<file path="src/sv/usan_pkg.sv">
package usan_pkg;

  // Longest accepted sequence and the bytes held while it is pending
  localparam int unsigned MaxSeqLen  = 6;
  localparam int unsigned HoldDepth  = MaxSeqLen - 1;
  localparam int unsigned QueueDepth = 4;

  localparam int unsigned CntW    = $clog2(MaxSeqLen + 1);
  localparam int unsigned ResIdxW = $clog2(MaxSeqLen);
  localparam int unsigned QPtrW   = $clog2(QueueDepth);
  localparam int unsigned QCntW   = $clog2(QueueDepth + 1);

  // Byte classes
  localparam logic [7:0] AsciiLim = 8'h80;
  localparam logic [7:0] ContBase = 8'h80;
  localparam logic [7:0] ContMask = 8'h3F;
  localparam logic [7:0] LeadMin  = 8'hC2;
  localparam logic [7:0] LeadBad  = 8'hFE;
  localparam logic [7:0] Lead3    = 8'hE0;
  localparam logic [7:0] Lead4    = 8'hF0;
  localparam logic [7:0] Lead5    = 8'hF8;
  localparam logic [7:0] Lead6    = 8'hFC;
  localparam logic [7:0] ReplByte = 8'hFF;
  localparam logic [7:0] EndByte  = 8'h00;

  // One queued request: the results one input item causes
  typedef struct packed {
    logic [MaxSeqLen-1:0][7:0] bytes;
    logic [MaxSeqLen-1:0]      starts;
    logic [CntW-1:0]           count;
    logic                      end_flag;
  } entry_t;

  // Outcome of a byte seen with no sequence pending
  typedef struct packed {
    logic            emit;
    logic [7:0]      value;
    logic            lead;
    logic [CntW-1:0] len;
  } fresh_t;

  function automatic fresh_t classify_fresh(logic [7:0] b);
    fresh_t          r;
    logic [CntW-1:0] len;
    len     = CntW'(6);
    r.emit  = 1'b1;
    r.value = ReplByte;
    r.lead  = 1'b0;
    r.len   = '0;
    if (b < Lead3) begin
      len = CntW'(2);
    end else if (b < Lead4) begin
      len = CntW'(3);
    end else if (b < Lead5) begin
      len = CntW'(4);
    end else if (b < Lead6) begin
      len = CntW'(5);
    end
    if (b < AsciiLim) begin
      r.value = b;
    end else if (b < LeadMin || b >= LeadBad) begin
      r.value = ReplByte;
    end else if (len > CntW'(MaxSeqLen)) begin
      r.value = ReplByte;
    end else begin
      r.emit = 1'b0;
      r.lead = 1'b1;
      r.len  = len;
    end
    return r;
  endfunction

endpackage

</file>
<file path="src/sv/utf8_sequence_sanitizer.sv">
// Channel  Direction  Handshake               Payload
// in       in         in_valid_i / in_stall_o   mode_i, in_byte_i
// out      out        out_valid_o / out_stall_i out_byte_o, char_start_o, end_marker_o, last_o
//
// Takes one input byte per cycle while the 4-entry request queue has room.
// Emits one result per cycle while a request is queued and out_stall_i allows; an item with k results yields k outputs.
// An accepted item that yields results is written into the queue; the output register then
// loads them from the queue head once earlier requests have left and out_stall_i allows.
// rst_ni clears held-sequence state, queue pointers and output valid at once.
// in_stall_o is the queue-full flag; out_stall_i only holds the output register and,
// through the queue filling up, reaches the input side later.
module utf8_sequence_sanitizer (
  input  logic       clk_i,
  input  logic       rst_ni,
  input  logic       in_valid_i,
  output logic       in_stall_o,
  input  logic       mode_i,
  input  logic [7:0] in_byte_i,
  output logic       out_valid_o,
  input  logic       out_stall_i,
  output logic [7:0] out_byte_o,
  output logic       char_start_o,
  output logic       end_marker_o,
  output logic       last_o
);
  import usan_pkg::*;

  logic   q_push, q_full, q_valid, q_pop;
  entry_t q_in, q_head;

  usan_front u_front (
    .clk_i       (clk_i),
    .rst_ni      (rst_ni),
    .in_valid_i  (in_valid_i),
    .in_stall_o  (in_stall_o),
    .mode_i      (mode_i),
    .in_byte_i   (in_byte_i),
    .q_full_i    (q_full),
    .push_o      (q_push),
    .push_entry_o(q_in)
  );

  usan_queue u_queue (
    .clk_i       (clk_i),
    .rst_ni      (rst_ni),
    .push_i      (q_push),
    .push_entry_i(q_in),
    .full_o      (q_full),
    .valid_o     (q_valid),
    .head_o      (q_head),
    .pop_i       (q_pop)
  );

  usan_back u_back (
    .clk_i       (clk_i),
    .rst_ni      (rst_ni),
    .head_valid_i(q_valid),
    .head_i      (q_head),
    .pop_o       (q_pop),
    .out_valid_o (out_valid_o),
    .out_stall_i (out_stall_i),
    .out_byte_o  (out_byte_o),
    .char_start_o(char_start_o),
    .end_marker_o(end_marker_o),
    .last_o      (last_o)
  );

  // Queue never written while full
  a_no_overflow: assert property (@(posedge clk_i) disable iff (!rst_ni)
    q_push |-> !q_full) else $error("request queue overflow");

  // Queue never popped while empty
  a_no_underflow: assert property (@(posedge clk_i) disable iff (!rst_ni)
    q_pop |-> q_valid) else $error("request queue underflow");

  // End marker closes its item and carries a zero byte
  a_end_is_last: assert property (@(posedge clk_i) disable iff (!rst_ni)
    (out_valid_o && end_marker_o) |-> (last_o && out_byte_o == EndByte && !char_start_o))
    else $error("malformed end marker");

  // End-of-data request always reaches the queue
  a_end_pushed: assert property (@(posedge clk_i) disable iff (!rst_ni)
    (in_valid_i && !in_stall_o && mode_i) |-> q_push)
    else $error("end of data not queued");

endmodule

</file>
<file path="src/sv/usan_front.sv">
module usan_front (
  input  logic            clk_i,
  input  logic            rst_ni,
  input  logic            in_valid_i,
  output logic            in_stall_o,
  input  logic            mode_i,
  input  logic [7:0]      in_byte_i,
  input  logic            q_full_i,
  output logic            push_o,
  output usan_pkg::entry_t push_entry_o
);
  import usan_pkg::*;

  logic [7:0]      held_q [HoldDepth];
  logic [CntW-1:0] held_cnt_q, held_cnt_d;
  logic [CntW-1:0] exp_len_q, exp_len_d;

  fresh_t          fr;
  logic            accept, is_cont, pending, flush, complete, extend, fresh_path;
  logic            tail_en, tail_start;
  logic [7:0]      tail_byte;
  logic [CntW-1:0] count;
  entry_t          entry;

  assign in_stall_o = q_full_i;
  assign accept     = in_valid_i && !q_full_i;

  // Classify the byte against the pending sequence
  always_comb begin
    fr         = classify_fresh(in_byte_i);
    is_cont    = (in_byte_i ^ ContBase) <= ContMask;
    pending    = held_cnt_q != '0;
    flush      = mode_i || (pending && !is_cont);
    complete   = !mode_i && pending && is_cont && ((held_cnt_q + CntW'(1)) >= exp_len_q);
    extend     = !mode_i && pending && is_cont && !complete;
    fresh_path = !mode_i && (!pending || !is_cont);
    tail_en    = mode_i || complete || (fresh_path && fr.emit);
    tail_start = fresh_path;
    if (mode_i) begin
      tail_byte = EndByte;
    end else if (complete) begin
      tail_byte = in_byte_i;
    end else begin
      tail_byte = fr.value;
    end
    count = held_cnt_q + CntW'(tail_en);
  end

  // Build the request: held bytes (or their replacements), then at most one tail result
  always_comb begin
    entry          = '0;
    entry.count    = count;
    entry.end_flag = mode_i;
    for (int i = 0; i < int'(MaxSeqLen); i++) begin
      if (i < int'(HoldDepth)) begin
        entry.bytes[i] = flush ? ReplByte : held_q[i];
      end
      entry.starts[i] = (i == 0);
      if (tail_en && CntW'(i) == held_cnt_q) begin
        entry.bytes[i]  = tail_byte;
        entry.starts[i] = tail_start;
      end
    end
  end

  assign push_o       = accept && !extend && (count != '0);
  assign push_entry_o = entry;

  // Next pending-sequence state
  always_comb begin
    held_cnt_d = held_cnt_q;
    exp_len_d  = exp_len_q;
    if (accept) begin
      if (extend) begin
        held_cnt_d = held_cnt_q + CntW'(1);
      end else if (fresh_path && fr.lead) begin
        held_cnt_d = CntW'(1);
        exp_len_d  = fr.len;
      end else begin
        held_cnt_d = '0;
        exp_len_d  = '0;
      end
    end
  end

  always_ff @(posedge clk_i or negedge rst_ni) begin
    if (!rst_ni) begin
      held_cnt_q <= '0;
      exp_len_q  <= '0;
    end else begin
      held_cnt_q <= held_cnt_d;
      exp_len_q  <= exp_len_d;
    end
  end

  // Held bytes: payload only
  always_ff @(posedge clk_i) begin
    for (int i = 0; i < int'(HoldDepth); i++) begin
      if (accept && extend && CntW'(i) == held_cnt_q) begin
        held_q[i] <= in_byte_i;
      end else if (accept && fresh_path && fr.lead && i == 0) begin
        held_q[i] <= in_byte_i;
      end
    end
  end

endmodule

</file>
<file path="src/sv/usan_queue.sv">
module usan_queue (
  input  logic             clk_i,
  input  logic             rst_ni,
  input  logic             push_i,
  input  usan_pkg::entry_t push_entry_i,
  output logic             full_o,
  output logic             valid_o,
  output usan_pkg::entry_t head_o,
  input  logic             pop_i
);
  import usan_pkg::*;

  entry_t           mem_q [QueueDepth];
  logic [QPtrW-1:0] wr_ptr_q, wr_ptr_d, rd_ptr_q, rd_ptr_d;
  logic [QCntW-1:0] cnt_q, cnt_d;

  assign full_o  = cnt_q == QCntW'(QueueDepth);
  assign valid_o = cnt_q != '0;
  assign head_o  = mem_q[rd_ptr_q];

  // Pointer and fill count
  always_comb begin
    wr_ptr_d = wr_ptr_q;
    rd_ptr_d = rd_ptr_q;
    cnt_d    = cnt_q;
    if (push_i) begin
      wr_ptr_d = (wr_ptr_q == QPtrW'(QueueDepth - 1)) ? '0 : wr_ptr_q + QPtrW'(1);
    end
    if (pop_i) begin
      rd_ptr_d = (rd_ptr_q == QPtrW'(QueueDepth - 1)) ? '0 : rd_ptr_q + QPtrW'(1);
    end
    if (push_i && !pop_i) begin
      cnt_d = cnt_q + QCntW'(1);
    end else if (pop_i && !push_i) begin
      cnt_d = cnt_q - QCntW'(1);
    end
  end

  always_ff @(posedge clk_i or negedge rst_ni) begin
    if (!rst_ni) begin
      wr_ptr_q <= '0;
      rd_ptr_q <= '0;
      cnt_q    <= '0;
    end else begin
      wr_ptr_q <= wr_ptr_d;
      rd_ptr_q <= rd_ptr_d;
      cnt_q    <= cnt_d;
    end
  end

  always_ff @(posedge clk_i) begin
    if (push_i) begin
      mem_q[wr_ptr_q] <= push_entry_i;
    end
  end

endmodule

</file>
<file path="src/sv/usan_back.sv">
module usan_back (
  input  logic             clk_i,
  input  logic             rst_ni,
  input  logic             head_valid_i,
  input  usan_pkg::entry_t head_i,
  output logic             pop_o,
  output logic             out_valid_o,
  input  logic             out_stall_i,
  output logic [7:0]       out_byte_o,
  output logic             char_start_o,
  output logic             end_marker_o,
  output logic             last_o
);
  import usan_pkg::*;

  logic [ResIdxW-1:0] idx_q, idx_d;
  logic               out_valid_q, out_valid_d;
  logic [7:0]         byte_q;
  logic               start_q, end_q, last_q;
  logic               load, at_last;

  // Walk the head request one result per cycle while the output is not stalled
  assign load    = head_valid_i && (!out_valid_q || !out_stall_i);
  assign at_last = CntW'(idx_q) == (head_i.count - CntW'(1));
  assign pop_o   = load && at_last;

  always_comb begin
    idx_d = idx_q;
    if (pop_o) begin
      idx_d = '0;
    end else if (load) begin
      idx_d = idx_q + ResIdxW'(1);
    end
    if (load) begin
      out_valid_d = 1'b1;
    end else if (!out_stall_i) begin
      out_valid_d = 1'b0;
    end else begin
      out_valid_d = out_valid_q;
    end
  end

  always_ff @(posedge clk_i or negedge rst_ni) begin
    if (!rst_ni) begin
      idx_q       <= '0;
      out_valid_q <= 1'b0;
    end else begin
      idx_q       <= idx_d;
      out_valid_q <= out_valid_d;
    end
  end

  // Output register payload
  always_ff @(posedge clk_i) begin
    if (load) begin
      byte_q  <= head_i.bytes[idx_q];
      start_q <= head_i.starts[idx_q];
      end_q   <= head_i.end_flag && at_last;
      last_q  <= at_last;
    end
  end

  assign out_valid_o  = out_valid_q;
  assign out_byte_o   = byte_q;
  assign char_start_o = start_q;
  assign end_marker_o = end_q;
  assign last_o       = last_q;

endmodule

</file>
<file path="config.mk">
export PLATFORM = sky130hd
export DESIGN_NAME = utf8_sequence_sanitizer
export DESIGN_NICKNAME = d
export VERILOG_FILES = /design/src/sv/usan_pkg.sv /design/src/sv/utf8_sequence_sanitizer.sv /design/src/sv/usan_front.sv /design/src/sv/usan_queue.sv /design/src/sv/usan_back.sv
export SDC_FILE = /design/constraint.sdc
export NUM_CORES = 1
export LEC_CHECK = 0
export ABC_AREA = 1
export BUFFER_PORTS_ARGS = -buffer_cell sky130_fd_sc_hd__buf_2
export CORE_MARGIN = 8
export CORE_UTILIZATION = 36
export CTS_CLUSTER_SIZE = 28
export DETAILED_ROUTE_END_ITERATION = 7
export SYNTH_ARGS = -nofsm -noshare
export SYNTH_HDL_FRONTEND = slang
export SYNTH_SLANG_ARGS = --single-unit
</file>
<file path="constraint.sdc">
create_clock -name clk_i -period 16.4 [get_ports clk_i]
set_clock_uncertainty 0.05 [all_clocks]
set_input_delay 4.1 -clock clk_i [delete_from_list [all_inputs] [get_ports clk_i]]
set_output_delay 4.1 -clock clk_i [all_outputs]
set_load 0.01 [all_outputs]
</file>
==> implementation parameters <==
Parameter                              Value

Logic synthesis
  Mapped cell area    12,800 sq um
  Sequential-to-total area share from yosys stat    69.7%
  Warnings from Yosys    0
  Mean Syn Cell Area    11.7 sq um
  Post-Syn Instances    1,098
  Flip-flop and latch count after synthesis    300
  Post-Syn Nets    1,130
  Number of distinct library cells after synthesis    34

Critical path
  Reg2Reg Capture Point    u_queue.mem_q[0][56]$_DFFE_PP_
  Type of the worst setup path    in -> reg
  Max Fanout on Critical Path    58
  Worst setup path endpoint    u_queue.mem_q[0][56]$_DFFE_PP_
  Data arrival time of the worst path    6950 ps
  Setup crit start kind    input port
  Required arrival time at the worst endpoint    16,520 ps
  CP endpoint kind    flop
  Number of cell instances on the worst register-to-register path    17
  Slack of the worst reg-to-reg path    12,150 ps
  Slowest cell on the critical path    buf_4
  Source of the worst register-to-register timing path    u_front.held_cnt_q[0]$_DFFE_PN0P_
  Sequence of cells on the critical path    buf_2 > inv_2 > nand2_2 > nor2_2 > nand3_4 > inv_2 > nor2_4 > ha_1 > ha_1 > xor2_1 > inv_1 > nand2_1 > nand2_4 > nor2_4 > buf_4
  Start point of the critical path    mode_i
  Slowest cell delay on critical path    720 ps

Outcome
  Status    completed

Pwr
  Psw    829 uW
  Share of total power consumed by net switching    34.1%
  Largest vdd supply drop    0.115 mV
  Portion of total power attributed to the clock network    28.3%
  Combinational fraction of design power    28.6%
  Total power divided by cell area    169 nW/um^2
  Proportion of power drawn by flip-flops and latches    43.1%
  Internal Dissipation    1600 uW
  Leakage power    0.00503 uW

Cells and area
  Number of antenna repair diodes    0
  Final Net Count    1,146
  Synthesis-to-finish area growth    12.1%
  Design area    14,400 sq um
  Layout cell share with drive strength beyond 1    10.0%

Placement
  DP Wirelength    17,400 um
  Final weighted congestion in routability-driven placement    0.786
  IO Port Bufs    25
  Placement-stage cell area    13,400 sq um

CTS
  Setup Buffers After CTS    0
  Clock-pin slew on the worst setup and hold paths    60 ps
  TritonCTS clock tree    built
  Post-cts resize count    0
  CTS H-Tree Depth    1
  Insertion delay of the later-clocked pin in the worst-skew pair    560 ps
  Number of sinks handled by clock tree synthesis    300
  Clock tree root driver cell    clkbuf_16
  Inserted Clock Buffers    31
  Maximum clock insertion buffer count    3
  Post-CTS Hold Buffers    0

Timing
  Slew HR    15.8%
  Setup repair after global routing missed its margin    false
  Number of slew-limit violations in the final report    0
  Crit path time final    6830 ps
  Actual slew at the worst max-slew pin    1250 ps
  Final critical-path share of the clock period    41.6%
  Highest clock rate    146 MHz
  Final hold violation count    0
  Setup tns final    0 ps
  Count of final setup violators    0

Floorplan
  Width of the die    205 um
  Total die area    41,900 sq um
  Core ar.    35,300 sq um
  Row cnt    69
  Die Y-Extent    205 um
  Starting density of the core    36.3%
  Number of ports placed on the die boundary    26

Routing
  TritonRoute pass-1 iters    5
  Via count    8,143
  Antenna violation net count after detailed routing    0
  Vias per std cell    5.09
  Post-detailed-route DRC marker count    0
  Post-Route WL    29,700 um
  Drt initial violations    853
  DR WL/cell    18.5 um

Global route
  Vias in the first global route    7,874
  Wire length of the first global-routing pass    46,600 um
  Number of antenna violations at the first check in global routing    0
  Overflow after GRT    0
  Global-route usage over all layers    14.1%
  Pin count of the biggest net entering global routing    111

Worst hold path
  Hold Crit Class    reg -> reg

Job
  Count of max-cap constraint violations    0
-- sequential cells by signal, summed over array words and instances, names as in the netlist --
name                 count
u_back.last_o            1
u_queue.mem_q          232
u_back.end_marker_o      1
u_queue.rd_ptr_q         2
u_front.exp_len_q        3
u_front.held_cnt_q       3
u_back.out_byte_o        8
u_back.idx_q             3
u_back.char_start_o      1
u_front.held_q          40
u_queue.cnt_q            3
u_back.out_valid_o       1
u_queue.wr_ptr_q         2
-- layout make-up --
class	count	area [sq um]
fillers	3257	21000
flip-flops and latches	300	8930
multi-input cells	696	3460
clock buffers	45	858
well taps	461	577
repair buffers	38	223
inverters	47	176
clock inverters	13	139
-- synth_stat cells (all sizes together) --
cell    count  area share [%]
edfxtp    283              66
nor2      214             6.5
o21ai     197             7.7
nand2     149             4.5
nand3      72             3.5
inv        45             1.3
clkbuf     30            0.88
buf        25             1.3
o211ai     21             1.2
ha         18             1.8
dfrtp      17             3.3
a21oi       8            0.34
nand4       4            0.20
xor2        3            0.21
clkinv      2           0.059
nand3b      2            0.22
nor3        2           0.078
xnor2       2            0.14
a32o        1           0.078
and2        1           0.049
fa          1            0.16
o22ai       1           0.049
-- worst max-delay path: cells and delay by family --
kind	cells	cell delay [ps]
buffers and inverters	5	1240
XOR/XNOR	1	310
adder cells (fa/ha/maj)	2	370
AND/OR/NAND/NOR	7	880
-- cell usage in the layout, fill, tap and decap left out, drive strengths merged --
| cell | synthesis | layout |
|---|---|---|
| o211ai | 21 | 21 |
| a21oi | 8 | 8 |
| edfxtp | 283 | 283 |
| ha | 18 | 18 |
| o21ai | 197 | 197 |
| nor2 | 214 | 214 |
| o22ai | 1 | 1 |
| nand3b | 2 | 2 |
| a32o | 1 | 1 |
| nor3 | 2 | 2 |
| and2 | 1 | 1 |
| xor2 | 3 | 3 |
| nand3 | 72 | 72 |
| nand2 | 149 | 149 |
| fa | 1 | 1 |
| dfrtp | 17 | 17 |
| clkbuf | 30 | 45 |
| nand4 | 4 | 4 |
| bufinv | 0 | 3 |
| xnor2 | 2 | 2 |
| inv | 45 | 46 |
| buf | 25 | 38 |
| clkinv | 2 | 11 |
-- worst min-delay path by stage --
stage                                      from                                to  cells past startpoint
2_1_floorplan      u_queue.cnt_q[2]$_DFFE_PN0P_    u_back.out_valid_o$_DFFE_PN0P_                      2
3_3_place_gp     u_back.out_valid_o$_DFFE_PN0P_    u_back.out_valid_o$_DFFE_PN0P_                      2
3_5_place_dp   u_front.exp_len_q[0]$_DFFE_PN0P_  u_front.exp_len_q[0]$_DFFE_PN0P_                      2
4_1_cts        u_front.exp_len_q[0]$_DFFE_PN0P_  u_front.exp_len_q[0]$_DFFE_PN0P_                      2
5_1_grt          u_back.out_valid_o$_DFFE_PN0P_    u_back.out_valid_o$_DFFE_PN0P_                      2
6_report       u_front.exp_len_q[0]$_DFFE_PN0P_  u_front.exp_len_q[0]$_DFFE_PN0P_                      2
-- routing by layer --
metal | GRT usage (%) | vias to the layer above | wire length [um]
met5 | 0 | - | 0
met4 | 3.14 | 0 | 467
met3 | 2.36 | 38 | 2100
met2 | 21.7 | 236 | 13200
met1 | 20.6 | 3964 | 13900
li1 | - | 3905 | -
-- stage by stage --
stage / hold slack (ps) / setup slack, ps / power [uW] / util [%] / instances
after floorplan: 407 / 7830 / 1550 / - / 1098
after global placement: 461 / 9110 / 1760 / 37.8 / 1542
after detailed placement: 451 / 8980 / 1770 / 37.8 / 1542
after CTS: 466 / 9560 / 2460 / 40.7 / 1600
after global routing: 498 / 9320 / 2580 / 40.7 / 1600
final: 460 / 9570 / 2430 / 40.7 / 1600
-- power by group through the flow --
stage	clock [uW]	combinational, uW	sequential [uW]
finish	687	696	1050
global route	724	799	1060
global placement	0	696	1060
floorplan	0	492	1050
detailed placement	0	707	1060
CTS	698	710	1050
-- kinds of logic (layout without fill, tap and decap cells) --
family | count (synthesis) | in the layout | synth area share (%)
buffers and inverters | 102 | 143 | 3.57
AOI/OAI and AO/OA | 228 | 228 | 9.40
xor gates and xnor gates | 5 | 5 | 0.342
and+or+nand+nor | 444 | 444 | 15.1
adders and majority gates | 19 | 19 | 1.92
DFF | 300 | 300 | 69.7
Power figures use the tool's default switching activity.
